<file path="config.mk">
export PLATFORM = sky130hd
export DESIGN_NAME = fba_len_unit
export DESIGN_NICKNAME = d
export VERILOG_FILES = /design/src/hw/rtl/fba_pkg.sv /design/src/hw/rtl/fba_len_unit.sv
export SDC_FILE = /design/constraint.sdc
export NUM_CORES = 1
export LEC_CHECK = 0
export BUFFER_PORTS_ARGS = -buffer_cell sky130_fd_sc_hd__buf_4
export CAP_MARGIN = 0
export CORE_AREA = 5 5 42 44
export DETAILED_ROUTE_END_ITERATION = 8
export DIE_AREA = 0 0 47 49
export PLACE_DENSITY = 0.56
export SLEW_MARGIN = 15
export SYNTH_ARGS = -nofsm -noshare
export SYNTH_HDL_FRONTEND = slang
export SYNTH_SLANG_ARGS = --single-unit
</file>
<file path="constraint.sdc">
create_clock -name vclk -period 1.5
set_input_delay 0.15 -clock vclk [all_inputs]
set_output_delay 0.15 -clock vclk [all_outputs]
set_load 0.01 [all_outputs]
</file>
<file path="src/hw/rtl/fba_pkg.sv">
`default_nettype none

package fba_pkg;

   localparam int LEN_W  = 16;
   localparam int IDX_W  = 10;
   localparam int USED_W = 11;
   localparam int STAT_W = 2;

   localparam logic KIND_ALLOC = 1'b0;
   localparam logic KIND_FREE  = 1'b1;

   localparam logic [STAT_W-1:0] STATUS_OK        = 2'd0;
   localparam logic [STAT_W-1:0] STATUS_TOO_LARGE = 2'd1;
   localparam logic [STAT_W-1:0] STATUS_DISK_FULL = 2'd2;
   localparam logic [STAT_W-1:0] STATUS_OVERFLOW  = 2'd3;

   typedef enum logic {
      FSM_IDLE,
      FSM_POP
   } fsm_state_type;

   typedef struct packed {
      logic             kind;
      logic [LEN_W-1:0] byte_length;
      logic [IDX_W-1:0] block_index;
   } req_word_type;

   typedef struct packed {
      logic [STAT_W-1:0] status;
      logic              has_block;
      logic [IDX_W-1:0]  block_out;
      logic [USED_W-1:0] used_blocks;
      logic              last;
   } rsp_word_type;

   // Result of one pass through the shared length unit.
   typedef struct packed {
      logic             more;
      logic [LEN_W-1:0] rem_next;
   } len_step_type;

endpackage

`default_nettype wire

</file>
<file path="src/hw/rtl/fba_len_unit.sv">
`default_nettype none

module fba_len_unit #(
   parameter int BYTES_PER_BLOCK = 512
) (
   input  wire logic [fba_pkg::LEN_W-1:0] rem,
   output fba_pkg::len_step_type          step
);

   localparam int CMP_W = fba_pkg::LEN_W + 1;
   localparam logic [CMP_W-1:0] BLOCK_BYTES = CMP_W'(BYTES_PER_BLOCK);

   logic [CMP_W-1:0] rem_wide;
   logic [CMP_W-1:0] diff;

   // One block's worth of bytes is taken off per popped block; the word is
   // the last of its run once no more than one block of bytes remains.
   assign rem_wide      = {1'b0, rem};
   assign diff          = rem_wide - BLOCK_BYTES;
   assign step.more     = rem_wide > BLOCK_BYTES;
   assign step.rem_next = step.more ? diff[fba_pkg::LEN_W-1:0] : '0;

endmodule

`default_nettype wire

</file>
**Word-level counts from Yosys, hierarchy flattened**

Index checks and enable logic that the tools add are counted.

- Muxes and demuxes: 1
- Order comparisons: 1
- $add $sub $neg: 1

Operators by type and width:

| kind | count |
|---|---|
| $gt A16 B10 Y1 const B | 1 |
| $mux W16 | 1 |
| $sub A16 B10 Y16 const B | 1 |

- Output and inout bits: 17
- Logic and storage cells: 3
- Register bits: 0

**Depth between registers and ports, before layout**

Gate-level depths: netlist of the first run.

- Depth in word-level cells: 2
- Gate-level depth with buffers: 5
- Gate-level depth less buffers: 5

**Worst setup path after synthesis of the first run**

Ideal clock, no wire load.

- Path kind: input-to-output
- Start: input port rem[9] (netlist bit)
- End: output port step[15] (netlist bit)
- Cell stages on the path: 5
- Path slack: -1 ps
- Arrival: 1351 ps
- Data required time: 1350 ps
- Path through: inv_1 > ha_1 > or4b_4 > or3_1 > a22oi_2

RTL lines:

| item | RTL line | text |
|---|---|---|
| start: declaration | fba_len_unit.sv:6 | `input wire logic [fba_pkg::LEN_W-1:0] rem,` |
| end: declaration | fba_len_unit.sv:7 | `output fba_pkg::len_step_type step` |

==> results of run 1 <==
## kinds of logic (layout without fill, tap and decap cells)
| group | Yosys count | in the layout | share of synthesized area, % |
|---|---|---|---|
| and+or+nand+nor | 16 | 16 | 37.98 |
| adders and majority gates | 1 | 1 | 4.807 |
| AOI/OAI and AO/OA | 16 | 17 | 43.75 |
| buffers and inverters | 4 | 46 | 6.732 |
| xor gates and xnor gates | 2 | 2 | 6.732 |
## per-layer routing
layer	GRT usage, %	up-vias
li1	-	238
met1	12.83	218
met2	16.97	15
met3	0.3690	0
met4	0	0
met5	0	-
## layout make-up
cell class / instances / area (um^2)
well taps: 16 / 20.02
multi-input cells: 36 / 311.5
fillers: 153 / 711.9
inverters: 2 / 12.51
repair buffers: 44 / 345.3
## critical path: stages
cell and delay [ns]:
buf_8 0.10, inv_4 0.05, ha_4 0.12, or4b_4 0.45
or3_4 0.37, a22oi_2 0.14, buf_4 0.14
## per-stage QoR
| stage | TNS (ns) | total power, mW | util [%] | hold WS (ns) | instances |
|---|---|---|---|---|---|
| detailed placement | -0.3208 | 0.1638 | 42.77 | 0.5967 | 96 |
| floorplan | 0 | 0.05624 | - | 0.3441 | 39 |
| finish | -0.1896 | 0.1878 | 49.20 | 0.6111 | 98 |
| global placement | -0.3255 | 0.1629 | 42.77 | 0.5963 | 96 |
| CTS | -0.2316 | 0.1657 | 43.04 | 0.6041 | 96 |
| global route | -0.2618 | 0.2028 | 49.20 | 0.6344 | 98 |
## Yosys cell counts (all sizes together)
cell type / instances / area (um^2)
nor4: 3 / 18.77
a21boi: 6 / 45.04
a31o: 1 / 8.760
a21oi: 3 / 15.01
xnor2: 2 / 17.52
nor2: 1 / 3.750
ha: 1 / 12.51
o21ai: 2 / 10.01
and2: 3 / 18.77
nor3: 2 / 10.01
buf: 2 / 10.01
or3: 2 / 12.51
a22oi: 3 / 27.52
o31ai: 1 / 7.510
or4: 1 / 7.510
nand2: 2 / 7.510
nand2b: 1 / 6.260
or4b: 1 / 13.76
inv: 2 / 7.510
## power by group through the flow
stage / Sequential, mW / Combinational, mW / Clock [mW]
floorplan: 0 / 0.0562 / 0
global placement: 0 / 0.163 / 0
detailed placement: 0 / 0.164 / 0
CTS: 0 / 0.166 / 0
global route: 0 / 0.203 / 0
finish: 0 / 0.188 / 0
## path summary, 6_finish.rpt
kind / endpoint / startpoint / depth (start not counted)
worst min-delay path: step[2] / rem[2] / 3
worst max-delay path: step[15] / rem[10] / 7
## repair_timing
item / in CTS / in global routing
gates resized for setup: 1 / 18
cloned: 0 / 1
pin swaps: 2 / 4
endpoints found under the hold margin: 0 / 0
setup endpoints to repair: 3 / 16
setup buffers: 0 / 1
==> results.txt, run 1 <==
----------------------------------------------------
[Drt]
  Number of search-and-repair iterations in the first detailed-routing pass ... 2
  WL met3 ... 104 um
  WL/cell ... 12.95 um
  Uppermost layer routed ... met3
  Routed length on met2 ... 690 um
  Residual DRC ... 0
  Wire length on met1 ... 474 um
  Vias ... 471
  Average via count per standard cell ... 4.806
  Antenna-violating nets left ... 0
  DR iter-0 viols ... 8
  DRT Wirelength ... 1.269 mm

[Finish]
  Total number of sequential cells ... 0
  Fraction of final layout cells sized beyond drive strength 1 ... 70.73%
  Register area ... 0 um^2
  Layout-stage area growth over the synthesis result ... 164.9%
  Post-route cell area ... 689.4 um^2
  Layout clock buffer count ... 0
  Commonest non-fill, non-tap cells in the layout ... buf_4, a21boi_0, a22oi_2, a21oi_1, and2_1
  Number of diodes added for antenna fixing ... 0
  Most frequent standard cell in the layout excluding fill and tap cells ... buf_4
  Net count reported at finish ... 101

[Synthesis]
  Area of the mapped netlist ... 260.3 um^2
  Yosys warnings ... 0
  Net Count, Synth ... 56
  Mean area per synthesized cell ... 6.673 um^2
  Sequential-to-total area share from yosys stat ... 0%
  Post-Synthesis Cells ... 39
  Number of distinct library cells after synthesis ... 20

[Floorplan]
  Initial standard-cell utilization of the core ... 18.57%
  Area enclosed by the die boundary ... 2303 um^2
  Row cnt ... 14
  Die Y ... 49 um
  Standard cell core area ... 1401 um^2
  Horizontal die dimension ... 47 um
  Top-level port count ... 33

[Power]
  Static leakage ... 0.3049 nW
  Proportion of total power due to net switching ... 42.71%
  Internal power ... 0.1076 mW
  Power density relative to cell area ... 272.4 nW/um^2
  Comb power frac ... 100.0%
  Portion of total power attributed to sequential cells ... 0%
  Psw ... 0.08020 mW
  Proportion of power drawn by the clock network ... 0%
  Maximum VDD drop ... 123.7 uV

[Placement]
  Worst setup slack after placement ... -0.1640 ns
  Total placed instance area ... 599.3 um^2
  Total half-perimeter wirelength after legalization and detailed placement ... 914.4 um
  Final RePlAce weighted congestion ... 0.6981
  Count of buffers inserted at the top-level ports ... 33

[STA]
  Min setup slack post-route ... -0.1845 ns
  Pins over their slew limit ... 0
  Top achievable clock speed ... 0.5937 GHz
  Fin crit period ... 1.684 ns
  Max_slew headroom ... 79.11%
  Slew at the pin with the worst max-slew slack ... 0.3110 ns
  Number of endpoints failing setup at the final stage ... 2
  Number of hold-slack violations in the final timing report ... 0
  Setup repair after global routing missed its margin ... true
  Fin crit share ... 112.3%

[GRT]
  Number of global-route vias before repair ... 417
  Overall global routing resource usage ... 9.474%
  GR Overflow Total ... 0
  Initial antenna violation count ... 0
  Maximum number of pins on one net before global-route repair ... 15
  Global-route wire length before repair ... 1.787 mm

[Worst setup path]
  Largest fanout of any net on the critical path ... 3
  Endpoint kind of the worst setup timing path ... output pin
  Type of element launching the critical path ... primary input
  Kind of critical path ... in -> out
  Data arrival at the endpoint of the critical path ... 1.53 ns
  Critical path data required time ... 1.35 ns

[Status]
  Result of the run ... finished, violations left
  Violated checks ... negative setup slack

[Clock tree]
  Post-cts hold buffer count ... 0

[Job]
  Max cap viols ... 0

[Hold path]
  Type of the most critical hold path ... in -> out

----------------------------------------------------
(Power assumes the default switching activity.)
==> inputs of run 2 (changes only) <==
BUFFER_PORTS_ARGS = -buffer_cell sky130_fd_sc_hd__buf_2   (was -buffer_cell sky130_fd_sc_hd__buf_4)
clock period = 1.6 ns   (was 1.5 ns; I/O delays follow)
==> run 2 against run 1 <==
Against the previous run: the flow still finishes with violations (negative setup slack); die area unchanged; utilization down 8.8 points; critical path depth is the same; first-iteration DRC count shrank 50%; power fell by 27%; routed wire length is 14% lower; worst hold slack improved by 0.012 ns; sequential share of layout area did not move; global-route usage fell by 0.070 points; sequential cell count is the same; critical endpoint unchanged; largest cell class is now multi-input combinational cells; largest power group unchanged.
==> results.txt, run 2 (synthesized netlist as in run 1, its figures left out) <==
----------------------------------------------------
[Status]
  Result of the run ... finished, violations left
  Violated checks ... negative setup slack

[STA]
  Top achievable clock speed ... 0.6084 GHz
  Max_slew headroom ... 81.76%
  Pins over their slew limit ... 0
  Slew at the pin with the worst max-slew slack ... 0.2713 ns
  Fin crit period ... 1.644 ns
  Min setup slack post-route ... -0.04352 ns
  Number of endpoints failing setup at the final stage ... 2
  Setup repair after global routing missed its margin ... true
  Number of hold-slack violations in the final timing report ... 0
  Fin crit share ... 102.7%

[Finish]
  Commonest non-fill, non-tap cells in the layout ... buf_2, buf_4, a21boi_0
  Final-layout fill cell count ... 159
  Most frequent standard cell in the layout excluding fill and tap cells ... buf_2
  Count of non-filler cells in the finished layout ... 97
  Number of diodes added for antenna fixing ... 0
  Area of the multi-input gates ... 272.8 um^2
  Register area ... 0 um^2
  Layout-stage area growth over the synthesis result ... 117.8%
  Layout clock buffer count ... 0
  Total number of sequential cells ... 0
  Post-route cell area ... 566.8 um^2
  Fraction of final layout cells sized beyond drive strength 1 ... 65.43%
  Net count reported at finish ... 100

[Hold path]
  Type of the most critical hold path ... in -> out

[Worst setup path]
  Largest fanout of any net on the critical path ... 2
  Critical path data required time ... 1.44 ns
  Data arrival at the endpoint of the critical path ... 1.48 ns
  Delay of the slowest cell on the worst path ... 0.46 ns
  Type of element launching the critical path ... primary input
  Kind of critical path ... in -> out
  Cell breakdown of the critical path ... buf_6 > inv_4 > ha_4 > or4b_4 > or3_4 > a22oi_2 > buf_2
  Slowest cell on the critical path ... or4b_4
  Endpoint kind of the worst setup timing path ... output pin

[Placement]
  Final RePlAce weighted congestion ... 0.7002
  Worst setup slack after placement ... -0.1074 ns
  Total placed instance area ... 516.7 um^2
  # placed instances ... 96
  Count of buffers inserted at the top-level ports ... 33
  Total half-perimeter wirelength after legalization and detailed placement ... 892.8 um

[GRT]
  Met3 track demand over resource ... 0.3690%
  Number of global-route vias before repair ... 404
  Initial antenna violation count ... 0
  Overall global routing resource usage ... 9.404%
  Global-route wire length before repair ... 1.752 mm
  Met2 track demand over resource ... 16.29%
  Highest-utilization routing layer at the global route stage ... met2
  Met1 track utilization from global routing ... 13.26%
  Maximum number of pins on one net before global-route repair ... 14
  GR Overflow Total ... 0

[Floorplan]
  Area enclosed by the die boundary ... 2303 um^2
  Die Y ... 49 um
  Standard cell core area ... 1401 um^2
  Row cnt ... 14
  Initial standard-cell utilization of the core ... 18.57%
  Top-level port count ... 33
  Horizontal die dimension ... 47 um

[Clock tree]
  Post-cts hold buffer count ... 0

[Power]
  Power density relative to cell area ... 242.9 nW/um^2
  Maximum VDD drop ... 91.37 uV
  Static leakage ... 0.2701 nW

[Drt]
  DRT Wirelength ... 1.088 mm
  Vias ... 446
  Average via count per standard cell ... 4.598
  Antenna-violating nets left ... 0
  Number of search-and-repair iterations in the first detailed-routing pass ... 4
  DR iter-0 viols ... 4
  Residual DRC ... 0
  WL/cell ... 11.22 um

[Job]
  Max cap viols ... 0

----------------------------------------------------
-- run 2: cell count changes in the layout (fill, tap and decap cells not counted), sizes merged --
| cell | delta |
|---|---|
| a31o | -1 |
-- run 2: routing by layer --
| metal | vias to the layer above | share of wire, % |
|---|---|---|
| li1 | 234 | - |
| met1 | 195 | 42 |
| met2 | 17 | 50 |
| met3 | 0 | 8.1 |
| met4 | 0 | 0 |
| met5 | - | 0 |
-- run 2: worst paths after layout --
kind,startpoint,end,slack (ns),depth (start not counted)
setup / recovery,rem[10],step[15],-0.04,7
hold / removal,rem[2],step[2],0.62,3
-- run 2: metrics by stage --
stage / TNS, ns / total power [mW] / utilization, % / hold slack [ns]
floorplan: 0 / 0.05252 / - / 0.3641
global route: -0.1660 / 0.1518 / 40.45 / 0.6523
global placement: -0.1550 / 0.1254 / 36.88 / 0.6243
CTS: -0.07421 / 0.1371 / 39.64 / 0.6254
finish: -0.04793 / 0.1377 / 40.45 / 0.6230
detailed placement: -0.1542 / 0.1274 / 36.88 / 0.6205
-- run 2: layout make-up --
class              instances  share of cell area [%]
well taps                 16                   3.532
multi-input cells         35                   48.12
inverters                  2                   1.766
repair buffers            44                   46.58
-- run 2: what timing repair did --
item	in CTS	in global routing
gates resized for setup	8	2
setup buffers	1	0
pin swaps	4	1
endpoints found under the setup margin	2	10
-- run 2: power by group --
part           internal, mW  total, mW  switching [mW]
sequential                0          0               0
clock                     0          0               0
combinational        0.0717      0.138          0.0660
-- run 2: worst max-delay path: cells and delay by family --
kind	cells	cell delay, ns
simple gates	2	0.80
buf+inv	3	0.30
fa+ha+maj	1	0.12
compound gates	1	0.11
==> inputs of run 3 (changes only) <==
CELL_PAD_IN_SITES_DETAIL_PLACEMENT = 0   (was unset)
CELL_PAD_IN_SITES_GLOBAL_PLACEMENT = 2   (was unset)
CORE_AREA = unset   (was 5 5 42 44)
CORE_MARGIN = 5   (was unset)
CORE_UTILIZATION = 14   (was unset)
DIE_AREA = unset   (was 0 0 47 49)
PLACE_DENSITY = 0.85   (was 0.56)
TNS_END_PERCENT = 50   (was unset)
==> run 3 against run 2 <==
Against the previous run: the flow still finishes with violations (negative setup slack); non-clock buffer count unchanged; utilization down 6.0 points; sequential share of layout area unchanged; worst hold slack better by 0.0047 ns; fmax up 0.10%; design area up 6.0%; routed wire length up 10%; die area up 23%; count of clock-buffer cells in the layout unchanged; largest cell class unchanged.
==> results.txt, run 3 (synthesized netlist as in run 1, its figures left out) <==
----------------------------------------------------
[Power]
  Psw ... 0.06860 mW
  Comb power frac ... 100.0%
  Internal power ... 0.07490 mW
  Proportion of power drawn by the clock network ... 0%
  Portion of total power attributed to sequential cells ... 0%
  Total chip power ... 0.1435 mW
  Maximum VDD drop ... 89.96 uV
  Static leakage ... 0.2756 nW
  Proportion of total power due to net switching ... 47.80%
  Power density relative to cell area ... 238.9 nW/um^2

[Finish]
  Count of non-filler cells in the finished layout ... 106
  Number of diodes added for antenna fixing ... 0
  Commonest non-fill, non-tap cells in the layout ... buf_2, buf_4, a21boi_0
  Layout clock buffer count ... 0
  Layout-stage area growth over the synthesis result ... 130.8%
  Net count reported at finish ... 100
  Total number of sequential cells ... 0
  Fraction of final layout cells sized beyond drive strength 1 ... 70.37%
  Final-layout fill cell count ... 196
  Post-route cell area ... 600.6 um^2
  Register area ... 0 um^2
  Most frequent standard cell in the layout excluding fill and tap cells ... buf_2

[STA]
  Worst-case hold slack ... 0.6278 ns
  Slew at the pin with the worst max-slew slack ... 0.2596 ns
  Fin crit period ... 1.642 ns
  Fin crit share ... 102.6%
  Min setup slack post-route ... -0.04185 ns
  Top achievable clock speed ... 0.6091 GHz
  Setup repair after global routing missed its margin ... true
  Setup Total Neg Slack ... -0.05403 ns
  Max_slew headroom ... 82.55%
  Pins over their slew limit ... 0
  Number of endpoints failing setup at the final stage ... 2
  Number of hold-slack violations in the final timing report ... 0

[Status]
  Violated checks ... negative setup slack
  Result of the run ... finished, violations left

[Job]
  Max cap viols ... 0

[Worst setup path]
  Kind of critical path ... in -> out
  Critical path data required time ... 1.44 ns
  Data arrival at the endpoint of the critical path ... 1.48 ns
  Type of element launching the critical path ... primary input
  Slowest cell on the critical path ... or4b_4
  Largest fanout of any net on the critical path ... 2
  Cell breakdown of the critical path ... buf_6 > inv_2 > ha_4 > or4b_4 > or3_4 > a22oi_2 > buf_2
  Delay of the slowest cell on the worst path ... 0.45 ns
  Endpoint kind of the worst setup timing path ... output pin
  Timing startpoint of the critical path ... rem[9]

[Hold path]
  Type of the most critical hold path ... in -> out
  Hold path start ... rem[2]

[GRT]
  Maximum number of pins on one net before global-route repair ... 14
  Global-route wire length before repair ... 1.821 mm
  Overall global routing resource usage ... 7.984%
  GR Overflow Total ... 0
  Number of global-route vias before repair ... 451
  Initial antenna violation count ... 0

[Floorplan]
  Standard cell core area ... 1745 um^2
  Top-level port count ... 33
  Row cnt ... 15
  Horizontal die dimension ... 53.12 um
  Die Y ... 53.12 um
  Initial standard-cell utilization of the core ... 14.91%
  Area enclosed by the die boundary ... 2821 um^2

[Drt]
  Antenna-violating nets left ... 0
  WL/cell ... 11.31 um
  Vias ... 456
  DR iter-0 viols ... 0
  Average via count per standard cell ... 4.302
  Routed length on met2 ... 606 um
  DRT Wirelength ... 1.199 mm
  Number of search-and-repair iterations in the first detailed-routing pass ... 1
  WL met3 ... 92 um
  Uppermost layer routed ... met3
  Wire length on met1 ... 501 um
  Residual DRC ... 0

[Placement]
  Total placed instance area ... 528.0 um^2
  Total half-perimeter wirelength after legalization and detailed placement ... 933.1 um
  Final RePlAce weighted congestion ... 0.7044
  Count of buffers inserted at the top-level ports ... 33
  # placed instances ... 105

----------------------------------------------------
[run 3: worst paths after layout]
kind  cells after the start  endpoint  slack (ns)
min                       3   step[2]        0.63
max                       7  step[15]       -0.04
[run 3: worst max-delay path, delay by kind of cell]
kind,cells,cell delay (ns)
AND/OR/NAND/NOR,2,0.78
buffers and inverters,3,0.31
adder cells (fa/ha/maj),1,0.12
AO/OA/AOI/OAI,1,0.11
[run 3: cell type report]
cell class	count	area, um^2	share of cell area [%]
multi-input combinational	35	291.5	48.54
timing repair buffer	44	267.8	44.58
tap	25	31.28	5.208
inverter	2	10.01	1.667
[run 3: metrics by stage]
stage / setup slack [ns] / utilization [%]
6_report: -0.04185 / 34.41
5_1_grt: -0.09714 / 34.41
4_1_cts: -0.06596 / 32.11
3_5_place_dp: -0.1016 / 30.25
3_3_place_gp: -0.09569 / 30.25
2_1_floorplan: 0.07852 / -
[run 3: layer usage]
| metal | vias up | track usage, % |
|---|---|---|
| met3 | 0 | 0.8451 |
| met5 | - | 0 |
| met2 | 18 | 14.88 |
| met1 | 203 | 10.33 |
| li1 | 235 | - |
| met4 | 0 | 0 |
[run 3: power by group through the flow]
stage | registers, mW | clock network (mW) | logic, mW
finish | 0 | 0 | 0.143
detailed placement | 0 | 0 | 0.126
CTS | 0 | 0 | 0.135
floorplan | 0 | 0 | 0.0525
global placement | 0 | 0 | 0.125
global route | 0 | 0 | 0.158
[run 3: repair_timing]
action / in CTS / in global routing
setup endpoints to repair: 2 / 10
pin swaps: 4 / 3
cloned: 0 / 0
resized for setup: 8 / 7
hold buffers: 0 / 0
buffers inserted: 0 / 1
